### config.mk
export PLATFORM = sky130hd
export DESIGN_NAME = fprf_front
export DESIGN_NICKNAME = d
export VERILOG_FILES = /design/src/rtl/fprf_pkg.sv /design/src/rtl/fprf_front.sv
export SDC_FILE = /design/constraint.sdc
export NUM_CORES = 1
export LEC_CHECK = 0
export BUFFER_PORTS_ARGS = -buffer_cell sky130_fd_sc_hd__buf_4
export CAP_MARGIN = 0
export CORE_MARGIN = 10
export CORE_UTILIZATION = 55
export CTS_BUF_LIST = sky130_fd_sc_hd__clkbuf_4 sky130_fd_sc_hd__clkbuf_8
export CTS_CLUSTER_SIZE = 20
export DETAILED_ROUTE_END_ITERATION = 16
export HOLD_SLACK_MARGIN = 0.06
export PLACE_DENSITY = 0.82
export RECOVER_POWER = 100
export SLEW_MARGIN = 20
export SYNTH_ARGS = -nofsm -noshare
export SYNTH_HDL_FRONTEND = slang
export SYNTH_SLANG_ARGS = --single-unit
### constraint.sdc
create_clock -name clk -period 5.5 [get_ports clk]
set_clock_uncertainty 0.1 [all_clocks]
set_input_delay 1.1 -clock clk [delete_from_list [all_inputs] [get_ports clk]]
set_output_delay 1.1 -clock clk [all_outputs]
set_load 0.01 [all_outputs]
### src/rtl/fprf_pkg.sv
`timescale 1ns / 1ps
// ----------------------------------------------------------------------------
// fprf_pkg: shared types and constants of the framed packet ring FIFO
// Command and status codes, the queued item format and framing sizes.
// ----------------------------------------------------------------------------
package fprf_pkg;

  localparam int BUFFER_BYTES_DEF = 1024;

  localparam int LEN_BYTES    = 4;
  localparam int STAMP_BYTES  = 8;
  localparam int HEADER_BYTES = LEN_BYTES + STAMP_BYTES;

  localparam int CMD_W    = 2;
  localparam int PLEN_W   = 10;
  localparam int STAMP_W  = 63;
  localparam int BYTE_W   = 8;
  localparam int LIMIT_W  = 11;
  localparam int STATUS_W = 3;
  // Stored length field and header-inclusive total, both fit in 11 bits.
  localparam int FIELD_W  = 11;

  typedef enum logic [CMD_W-1:0] {
    CMD_WRITE_START = 2'd0,
    CMD_WRITE_BYTE  = 2'd1,
    CMD_READ_START  = 2'd2,
    CMD_READ_BYTE   = 2'd3
  } cmd_t;

  typedef enum logic [STATUS_W-1:0] {
    ST_OK       = 3'd0,
    ST_NO_SPACE = 3'd1,
    ST_EMPTY    = 3'd2,
    ST_FLUSHED  = 3'd3,
    ST_IGNORED  = 3'd4
  } status_t;

  // One classified item as it waits between the front and the back.
  typedef struct packed {
    cmd_t                op;
    logic [PLEN_W-1:0]   plen;
    logic [FIELD_W-1:0]  lenfield;
    logic [FIELD_W-1:0]  total;
    logic [STAMP_W-1:0]  stamp;
    logic [BYTE_W-1:0]   data;
    logic [LIMIT_W-1:0]  limit;
  } item_t;

endpackage

### src/rtl/fprf_front.sv
`timescale 1ns / 1ps
// ----------------------------------------------------------------------------
// fprf_front: item intake and classification
// Accepts items, decodes the command and precomputes the header length
// field and total frame size, and holds them in a two-entry queue.
// ----------------------------------------------------------------------------
module fprf_front (
  input  logic                            clk,
  input  logic                            rst,
  input  logic                            in_valid,
  output logic                            in_stall,
  input  logic [fprf_pkg::CMD_W-1:0]      cmd,
  input  logic [fprf_pkg::PLEN_W-1:0]     payload_length,
  input  logic [fprf_pkg::STAMP_W-1:0]    stamp,
  input  logic [fprf_pkg::BYTE_W-1:0]     in_byte,
  input  logic [fprf_pkg::LIMIT_W-1:0]    read_limit,
  output logic                            q_valid,
  output fprf_pkg::item_t                 q_item,
  input  logic                            q_pop
);

  import fprf_pkg::*;

  item_t       q_mem [2];
  logic        wr_ptr;
  logic        rd_ptr;
  logic [1:0]  count;
  logic        push;
  item_t       item_in;

  assign in_stall = (count == 2'd2);
  assign push     = in_valid && !in_stall;
  assign q_valid  = (count != 2'd0);
  assign q_item   = q_mem[rd_ptr];

  always_comb begin
    item_in          = '0;
    item_in.op       = cmd_t'(cmd);
    item_in.plen     = payload_length;
    item_in.lenfield = FIELD_W'(payload_length) + FIELD_W'(STAMP_BYTES);
    item_in.total    = FIELD_W'(payload_length) + FIELD_W'(HEADER_BYTES);
    item_in.stamp    = stamp;
    item_in.data     = in_byte;
    item_in.limit    = read_limit;
  end

  always_ff @(posedge clk) begin
    if (push) begin
      q_mem[wr_ptr] <= item_in;
    end
    if (rst) begin
      wr_ptr <= 1'b0;
      rd_ptr <= 1'b0;
      count  <= 2'd0;
    end else begin
      if (push) begin
        wr_ptr <= ~wr_ptr;
      end
      if (q_pop) begin
        rd_ptr <= ~rd_ptr;
      end
      count <= count + 2'(push) - 2'(q_pop);
    end
  end

endmodule

After elaboration in Yosys (flattened, before gate mapping)
Memory sizes are Yosys's and may differ from the RTL's. A register that Yosys moved wholly into a read port is not among the register bits.
Index checks and enable logic that the tools add are counted.
- flip-flop bits (word level): 4
- memory bits (writable): 232
- input port bits: 98
- output and inout port bits: 118
- word-level logic and storage cells: 18
- memories kept: 1
- memory list (memory ; words ; width ; rd ports ; clocked after memory_dff ; write ports ; RTL line ; RTL):
    q_mem ; 2 ; 116 ; 1 ; 1 ; 1 ; fprf_front.sv:24 ; item_t q_mem [2];
- add/sub/neg operators: 4
- eq/ne operators: 1
- muxes and demuxes: 4
- bitwise gates (word level): 2
- reductions and logical operators: 3
- operators by type and width (operator ; count):
    $add A10 B4 Y11 const B ; 2
    $mux W1 ; 4
    $add A2 B1 Y2 ; 1
    $eq A2 B2 Y1 const B ; 1
    $not A1 Y1 ; 2
    $reduce_bool A2 Y1 ; 1
    $sub A2 B1 Y2 ; 1
    $logic_and A1 B1 Y1 ; 1
    $logic_not A1 Y1 ; 1

Longest topological paths before layout
Gate-level depths: netlist of the first run.
- word-level depth: 5
- depth in mapped cells: 8
- depth with buffers taken out: 8

Least setup slack after synthesis of the first run
Ideal clock, no wire load.
- path kind: input to register
- start point: input port in_valid
- end point: memory q_mem[1][0] (netlist name) (enable)
- library setup time: 483 ps
- arrival time: 3714 ps
- path slack: 1203 ps
- stages on the path: 1
- cells stage by stage: and3_1
- word-level cells in the longest chain between the ends: 3
- ends and longest elaborated chain (what ; RTL line ; RTL):
    start, declared ; fprf_front.sv:10 ; input logic in_valid,
    $logic_and A1 B1 Y1 ; fprf_front.sv:32 ; assign push = in_valid && !in_stall;
    $mux W1 ; fprf_front.sv:48 ; if (push) begin
    $mux W1 (implied by the code) ; fprf_front.sv:49 ; q_mem[wr_ptr] <= item_in;
    end, declared ; fprf_front.sv:24 ;
Every way passes these cells.

Worst setup path after layout of the first run
- start point: input port in_valid
- end point: memory q_mem[1][23] (netlist name) (enable)
The elaborated chain is that of the path after synthesis.

==> qor.txt, run 1 <==
status: complete, but fails checks
failing checks: capacitance limit, slew limit
most used routing layer: met2
Avg Inst Size Synth: 20.76 µm²
Tmin final: 4.223 ns
gpl congestion: 0.7398
drt first pass iters: 4
post-DR wirelength/cell: 20.10 µm
DRT iter0 DRCs: 155
P&R area growth vs syn: 22.40%
leading cell type in the layout, fill and taps excluded: edfxtp_1
sequential area share after synthesis: 79.32%
Yosys reg bits: 227
CTS Buffer Depth: 3
Startpoint Class: input pin
critical path data required time: 5.51 ns
count of pins over their slew limit: 57
share of layout cells above drive strength 1: 34.32%
Die W: 144.5 µm
Tot GR Track Use: 16.29%
most frequent cells in the layout: 222 x edfxtp_1, 140 x clkbuf_1, 96 x mux2_2
filler instances: 1123
initial antenna violation count: 1
adder-cell area share of the yosys netlist: 0.7334%
PwrDens: 389.6 mW/mm²
multi-input logic area: 0.001569 mm²
CP max stage cell: and3_1
core footprint: 0.01520 mm²
chip height: 144.5 µm
first-pass GRT wire length: 25800 µm
Reg2Reg Setup Slack: 1.51 ns
largest net degree at the start of global routing: 70
final hold violations: 0
met1 usage in global routing: 18.33%
main combinational cell family by area after synthesis: multiplexers
Ports: 216
placed cell count: 802
number of synthesis warnings: 0
hold path endpoint: wr_ptr
CTS root buf: clkbuf_8
r2r startpoint: count[0]
cell mode on critical path: clkbuf_1
Synth Area in XOR/XNOR: 1.335%
RSZ-0062 raised after global routing: no
Slew @ Worst Pin: 2.659 ns
Crit Path Class: in -> reg
GR Util met2: 27.52%
CTS buffer count: 38
Hold Path Depth: 2
M3 GR Usage: 5.772%
Gate Count Post-Synth: 411
number of hold buffers added after cts: 0
Initial Utilization: 56.12%
CP max stage delay: 1.98 ns
Clock Latency Late Sink: 0.51 ns
Worst slew margin: -77.26%
Via Count: 4446
worst-path fanout max: 56
LEAKAGE: 0.003632 µW
min-delay src: wr_ptr
Mapped Area: 0.008531 mm²
Synth Area in Simple Gates: 1.496%
I/O Buffers: 215
Final period util: 76.79%
depth of the CTS H-tree: 2
setup tns final: 0 ns
count of final setup violators: 0
critical path cell sequence: clkbuf_1 -> and3_1 -> clkbuf_1
nature of the critical path endpoint: flop
Post-Synthesis Net Count: 514
Post-DRT Antenna Nets: 0
Max-Cap Viols: 1
number of remaining DRC errors: 0
Hold Path Class: reg -> reg
fmax: 236.8 MHz
Congestion Overflow GR: 0
PostCTS Resize Cnt: 0
reg2reg end: q_mem[1][23]
Net count, final: 757
die area: 0.02089 mm²
final non-filler cell total: 865
Worst Path Arrival: 4.23 ns
number of global-route vias before repair: 4793
Compound-Gate Fraction of Synth Area: 0.1760%
FF/Latch Area: 0.006770 mm²
final core occ: 68.68%
Netlist cell types: 23
cells on worst reg2reg path: 3
multiplexer share of the synthesized area: 14.65%
CTS clk-pin slew, worst paths: 0.05 ns
final WL: 17390 µm
CTS sink count: 227
HPWL after DPL: 12000 µm
routed vias/inst: 5.140
Cell Rows: 45
Post-CTS Setup Inserts: 0
clock tree from TritonCTS: built
peak supply drop: 0.0001999 V
-- sequential cells by signal, indices dropped and copies added (netlist names), named ones only --
register / flops
count: 2
q_mem: 222
rd_ptr: 1
wr_ptr: 1
-- power breakdown --
group	total [µW]	leakage (µW)	internal [µW]	switching (µW)
sequential	2150	0.00211	2100	47.4
clock	1380	0.000367	778	600
combinational	541	0.00115	221	320
-- critical path: cells and delay by family --
kind / cells / cell delay [ns]
simple gates: 1 / 1.98
buf+inv: 2 / 1.12
-- logic make-up after synthesis --
logic type,Yosys count
adder cells (fa/ha/maj),5
AO/OA/AOI/OAI,3
XOR/XNOR,13
AND/OR/NAND/NOR,26
multiplexers,111
flip-flops,227
buffers and inverters,26
-- layout make-up --
class                   count  area share (%)
multi-input cells         158           15.03
well taps                 188           2.253
clock inverters            13          0.7310
inverters                   8          0.3116
diodes                      1         0.02397
repair buffers            221           10.83
clock buffers              49           5.980
flip-flops and latches    227           64.84
-- metrics by stage --
stage                     setup WS (ns)  area, µm²  power (µW)  hold WS (ns)
after CTS                         1.848      10970        4232        0.4007
after detailed placement          2.234      10270        2845        0.3927
after global routing             0.9193      10440        4277        0.4580
after global placement            2.295      10270        2823        0.3693
after floorplan                   1.203       8531        2520        0.3518
final                             1.277      10440        4068        0.3988
-- layer usage --
layer	vias to the layer above	part of all wire, %	wire, µm
met5	-	0	0
met4	0	2.4	420
met3	28	8.5	1486
met2	168	51	8829
met1	2168	38	6654
li1	2082	-	-
-- worst max-delay path by stage --
stage / from / to / cells past startpoint
2_1_floorplan: in_valid / q_mem[1][0] / 1
3_3_place_gp: in_valid / q_mem[0][36] / 5
3_5_place_dp: in_valid / q_mem[0][32] / 5
4_1_cts: flop / q_item[93] / 3
5_1_grt: in_valid / q_mem[1][21] / 3
6_report: in_valid / q_mem[1][23] / 3
-- Yosys cell counts --
master | instances | area share (%)
a21oi_1 | 2 | 0.12
and2_1 | 1 | 0.073
and3_1 | 2 | 0.15
buf_2 | 3 | 0.18
buf_4 | 5 | 0.44
buf_6 | 10 | 1.3
dfxtp_1 | 5 | 1.2
edfxtp_1 | 222 | 78
ha_1 | 5 | 0.73
inv_1 | 8 | 0.35
mux2_2 | 111 | 15
nand2_1 | 5 | 0.22
nand2b_2 | 1 | 0.10
nand3_1 | 3 | 0.18
nand3b_1 | 1 | 0.088
nor2_1 | 8 | 0.35
nor2b_1 | 1 | 0.073
nor3_1 | 2 | 0.12
o21ai_0 | 1 | 0.059
or2_2 | 1 | 0.073
or3_1 | 1 | 0.073
xnor2_1 | 7 | 0.72
xor2_1 | 6 | 0.62
(Power assumes the default switching activity.)
==> run 2, diff against run 1 <==
- clock period: 5.5 -> 4.2 ns (I/O delays scaled with it)
==> run 2 against run 1 <==
The run still ends with capacitance limit, slew limit left. Sequential share of layout area hardly changed. Sequential power is 31% higher. Via count is 0.20% lower. Power is 30% higher. Highest routed layer unchanged. Critical path type is now reg -> reg. Worst setup slack worse by 0.35 ns. Worst hold slack better by 0.019 ns. Core utilization hardly changed.
==> qor.txt, run 2 (synthesized netlist as in run 1, its figures left out) <==
final WL: 17640 µm (+1.4%)
Die W: 144.5 µm (unchanged)
count of final setup violators: 0 (unchanged)
failing checks: capacitance limit, slew limit
Net count, final: 753 (-0.53%)
CTS clk-pin slew, worst paths: 0.06 ns (about the same)
die area: 0.02089 mm² (unchanged)
Largest regs: q_mem x222, count x2
max reg flops: 222 (unchanged)
P&R area growth vs syn: 22.37% (about the same)
I/O Buffers: 215 (unchanged)
Post-DRT Antenna Nets: 0 (unchanged)
DRT iter0 DRCs: 236 (+52%)
clock tree from TritonCTS: built
gpl congestion: 0.7363 (-0.47%)
post-DR wirelength/cell: 20.41 µm (+1.5%)
drt first pass iters: 4 (unchanged)
Post-CTS Setup Inserts: 0 (unchanged)
Final period util: 78.05%
Worst slew margin: -65.53% (+12 points)
Crit Path Class: reg -> reg
Worst Setup SP: count[0]
critical path data required time: 4.27 ns (-1.24 ns)
share of layout cells above drive strength 1: 34.17% (-0.15 points)
CTS buffer count: 37 (-2.6%)
Slew @ Worst Pin: 2.483 ns (-0.1759 ns)
Startpoint Class: flop
CTS sink count: 227 (unchanged)
placed cell count: 799 (-0.37%)
r2r startpoint: count[0]
PwrDens: 505.9 mW/mm² (+30%)
chip height: 144.5 µm (unchanged)
most frequent cells in the layout: 222 x edfxtp_1, 140 x clkbuf_1, 94 x mux2_2
Via Count: 4437 (-0.20%)
status: complete, but fails checks
initial antenna violation count: 0 (-1)
Cell Rows: 45 (unchanged)
Congestion Overflow GR: 0 (unchanged)
nature of the critical path endpoint: flop
CTS Buffer Depth: 3 (unchanged)
Tot GR Track Use: 16.51% (+0.23 points)
depth of the CTS H-tree: 2 (unchanged)
routed vias/inst: 5.135 (about the same)
HPWL after DPL: 12080 µm (+0.63%)
peak supply drop: 0.0002772 V (+39%)
Hold Path Class: reg -> reg
leading cell type in the layout, fill and taps excluded: edfxtp_1
number of global-route vias before repair: 4960 (+3.5%)
RSZ-0062 raised after global routing: no
first-pass GRT wire length: 26430 µm (+2.5%)
Initial Utilization: 56.12% (unchanged)
Tmin final: 3.278 ns
antenna cells: 0 (-1)
total power: 5281 µW (+30%)
core footprint: 0.01520 mm² (unchanged)
number of hold buffers added after cts: 0 (unchanged)
final hold violations: 0 (unchanged)
largest net degree at the start of global routing: 61 (-13%)
number of remaining DRC errors: 0 (unchanged)
LEAKAGE: 0.003631 µW (about the same)
count of pins over their slew limit: 104 (+82%)
Worst Path Arrival: 3.35 ns (-0.88 ns)
setup tns final: 0 ns (unchanged)
Biggest register: q_mem
final non-filler cell total: 864 (-0.12%)
fmax: 305.1 MHz
PostCTS Resize Cnt: 0 (unchanged)
Clock Latency Late Sink: 0.50 ns (about the same)
min-delay src: rd_ptr
worst-path fanout max: 60 (+7.1%)
CTS root buf: clkbuf_8
Ports: 216 (unchanged)
Max-Cap Viols: 2 (+1)
-- run 2: cell types whose count changed in the layout (fill, tap and decap cells not counted), sizes merged --
cell,previous run,this run
clkbuf,249,244
buf,21,24
clkinv,12,14
bufinv,1,0
clkinvlp,0,1
diode,1,0
-- run 2: report_power, final --
group	internal, µW	leakage [µW]	switching, µW
clock	955	0.000365	791
combinational	298	0.00115	416
sequential	2750	0.00211	68.1
-- run 2: through the flow --
| step | utilization, % | cell area [µm²] | hold WS [ns] | worst slack, ns |
|---|---|---|---|---|
| detailed placement | 67.66 | 10290 | 0.4030 | 1.392 |
| CTS | 72.17 | 10970 | 0.3753 | 0.9020 |
| global route | 68.67 | 10440 | 0.3965 | 0.6070 |
| global placement | 67.66 | 10290 | 0.3790 | 1.423 |
| floorplan | - | 8531 | 0.3518 | 0.1630 |
| finish | 68.67 | 10440 | 0.4183 | 0.9219 |
-- run 2: metal layers --
layer | share of wire [%] | track usage [%] | wire length, µm
met1 | 37 | 18.28 | 6448
met2 | 52 | 28.44 | 9255
met3 | 7.8 | 5.149 | 1367
met4 | 3.2 | 7.713 | 563
met5 | 0 | 0 | 0
-- run 2: area by class of cell --
class / instances / area (µm²)
sequential: 227 / 6770
fill: 1119 / 4763
multi-input combinational: 158 / 1569
timing repair buffer: 218 / 1149
clock buffer: 50 / 619.3
tap: 188 / 235.2
clock inverter: 15 / 66.31
inverter: 8 / 30.03
-- run 2: worst max-delay path, stage by stage (launching register included) --
cell	delay (ns)
dfxtp_1	0.34
nand2b_2	0.14
inv_1	0.06
or3_1	0.32
inv_1	1.50
buf_12	0.40
-- run 2: worst paths after layout --
check            endpoint  slack, ns  depth (start not counted)
max          q_mem[0][54]       0.92                          5
min                  flop       0.42                          2
max reg2reg  q_mem[0][54]       0.92                          5
min reg2reg          flop       0.42                          2
==> run 3, diff against run 2 <==
- clock period: 4.2 -> 3.45 ns (I/O delays scaled with it)
==> run 3 against run 2 <==
The flow still finishes with violations (capacitance limit, slew limit). Combinational power up 24%. Power up 23%. Final cell count up 0.12%. Count of clock-buffer cells in the layout down 1. Worst hold slack worse by 0.15 ns. Core utilization up 0.35 points. Global-route usage about the same. Routed wire length up 1.1%.
==> qor.txt, run 3 (synthesized netlist as in run 1, its figures left out) <==
number of hold buffers added after cts: 0 (unchanged)
depth of the CTS H-tree: 2 (unchanged)
CTS buffer count: 36 (-2.7%)
DRT iter0 DRCs: 242 (+2.5%)
initial antenna violation count: 1 (+1)
Die W: 144.5 µm (unchanged)
CTS root buf: clkbuf_8
core footprint: 0.01520 mm² (unchanged)
drt first pass iters: 4 (unchanged)
Initial Utilization: 56.12% (unchanged)
Largest regs: q_mem x222, count x2
Worst slew margin: -5.715% (+60 points)
count of final setup violators: 0 (unchanged)
number of global-route vias before repair: 4952 (-0.16%)
P&R area growth vs syn: 22.98%
Post-CTS Setup Inserts: 0 (unchanged)
share of layout cells above drive strength 1: 35.45% (+1.3 points)
Worst Path Arrival: 2.22 ns (-1.13 ns)
filler instances: 1124 (+0.45%)
peak supply drop: 0.0004035 V (+46%)
antenna cells: 0 (unchanged)
RSZ-0062 raised after global routing: no
routed vias/inst: 5.229 (+1.8%)
Slew @ Worst Pin: 1.586 ns (-0.8972 ns)
Clock Latency Late Sink: 0.51 ns (about the same)
CTS clk-pin slew, worst paths: 0.06 ns (about the same)
CTS sink count: 227 (unchanged)
Crit Path Class: reg -> out
Net count, final: 755 (+0.27%)
Cell Rows: 45 (unchanged)
HPWL after DPL: 12170 µm (+0.72%)
PostCTS Resize Cnt: 0 (unchanged)
count of pins over their slew limit: 112 (+7.7%)
Hold Path Depth: 2 (unchanged)
post-DR wirelength/cell: 20.62 µm (+1.0%)
final hold violations: 0 (unchanged)
Crit path buffers/inverters: 2 (-1)
Startpoint Class: flop
r2r startpoint: count[0]
leading cell type in the layout, fill and taps excluded: edfxtp_1
CTS Buffer Depth: 3 (unchanged)
delay-heaviest family, CP: buffers and inverters
critical path data required time: 2.66 ns (-1.61 ns)
nature of the critical path endpoint: output port
Biggest register: q_mem
number of remaining DRC errors: 0 (unchanged)
final WL: 17830 µm (+1.1%)
Tmin final: 3.011 ns
Final period util: 87.27%
fmax: 332.1 MHz
most frequent cells in the layout: 222 x edfxtp_1, 132 x clkbuf_1, 89 x mux2_2
Max-Cap Viols: 1 (-1)
chip height: 144.5 µm (unchanged)
Ports: 216 (unchanged)
failing checks: capacitance limit, slew limit
LEAKAGE: 0.003666 µW (+0.96%)
Stages on worst setup path: 3 (-2)
CP max stage delay: 0.61 ns (-0.89 ns)
Post-DRT Antenna Nets: 0 (unchanged)
Congestion Overflow GR: 0 (unchanged)
Via Count: 4523 (+1.9%)
PwrDens: 619.7 mW/mm² (+23%)
first-pass GRT wire length: 26260 µm (-0.65%)
cells on worst reg2reg path: 3 (-2)
Tot GR Track Use: 16.49% (-0.019 points)
status: complete, but fails checks
critical path cell sequence: clkbuf_2 -> mux2_1 -> buf_4
I/O Buffers: 215 (unchanged)
gpl congestion: 0.7456 (+1.3%)
CP max stage cell: dfxtp_4
die area: 0.02089 mm² (unchanged)
clock tree from TritonCTS: built
worst-path fanout max: 30 (-50%)
cell area after layout: 0.01049 mm² (+0.50%)
setup tns final: 0 ns (unchanged)
max reg flops: 222 (unchanged)
Placed Instance Area: 0.01031 mm² (+0.23%)
Hold Path Class: in -> reg
largest net degree at the start of global routing: 112 (+84%)
min-delay src: rst
-- run 3: cell count changes in the layout (fill, tap and decap cells not counted), moves of 2 or more --
cell	before	now
buf_4	21	29
clkbuf_1	140	132
mux2_1	17	22
mux2_2	94	89
clkinv_1	9	6
buf_12	3	1
clkbuf_2	0	2
clkinvlp_4	1	3
-- run 3: final timing paths --
kind                       end  slack [ns]
setup reg to reg  q_mem[1][75]        0.66
setup / recovery    q_item[74]        0.44
hold reg to reg         wr_ptr        0.40
hold / removal            flop        0.27
-- run 3: metrics by stage --
| step | setup WS [ns] | instances | util (%) | hold slack (ns) | power [µW] |
|---|---|---|---|---|---|
| 4_1_cts | 0.5596 | 865 | 72.49 | 0.2268 | 6763 |
| 2_1_floorplan | 0.4443 | 411 | - | 0.3515 | 4006 |
| 3_5_place_dp | 1.096 | 802 | 67.82 | 0.3978 | 4551 |
| 6_report | 0.4390 | 865 | 69.01 | 0.2711 | 6502 |
| 3_3_place_gp | 1.132 | 802 | 67.82 | 0.3732 | 4509 |
| 5_1_grt | 0.3036 | 865 | 69.01 | 0.2465 | 6816 |
-- run 3: final cells by class --
| type | count | area (µm²) | area share [%] |
|---|---|---|---|
| inverters | 8 | 33.78 | 0.3220 |
| multi-input cells | 158 | 1570 | 14.97 |
| well taps | 188 | 235.2 | 2.242 |
| repair buffers | 221 | 1171 | 11.16 |
| flip-flops and latches | 227 | 6770 | 64.53 |
| clock inverters | 14 | 92.59 | 0.8825 |
| clock buffers | 49 | 618.1 | 5.891 |
-- run 3: metal layers --
layer / part of all wire [%] / GRT usage, %
met5: 0.073 / 0
met4: 1.8 / 5.638
met3: 9.5 / 6.855
met2: 50 / 26.91
met1: 39 / 19.30
-- run 3: power by group --
part | total [µW] | leakage, µW | internal, µW | switching [µW]
Sequential | 3430 | 0.00211 | 3350 | 72.7
Clock | 2190 | 0.000372 | 1240 | 954
Combinational | 886 | 0.00118 | 363 | 523
Total | 6500 | 0.00367 | 4950 | 1550
-- run 3: worst register-to-register path, cell delays in order (launching register included) --
cell      delay (ns)
dfxtp_1         0.35
nand2b_2        0.14
and3_2          0.99
clkbuf_4        0.82
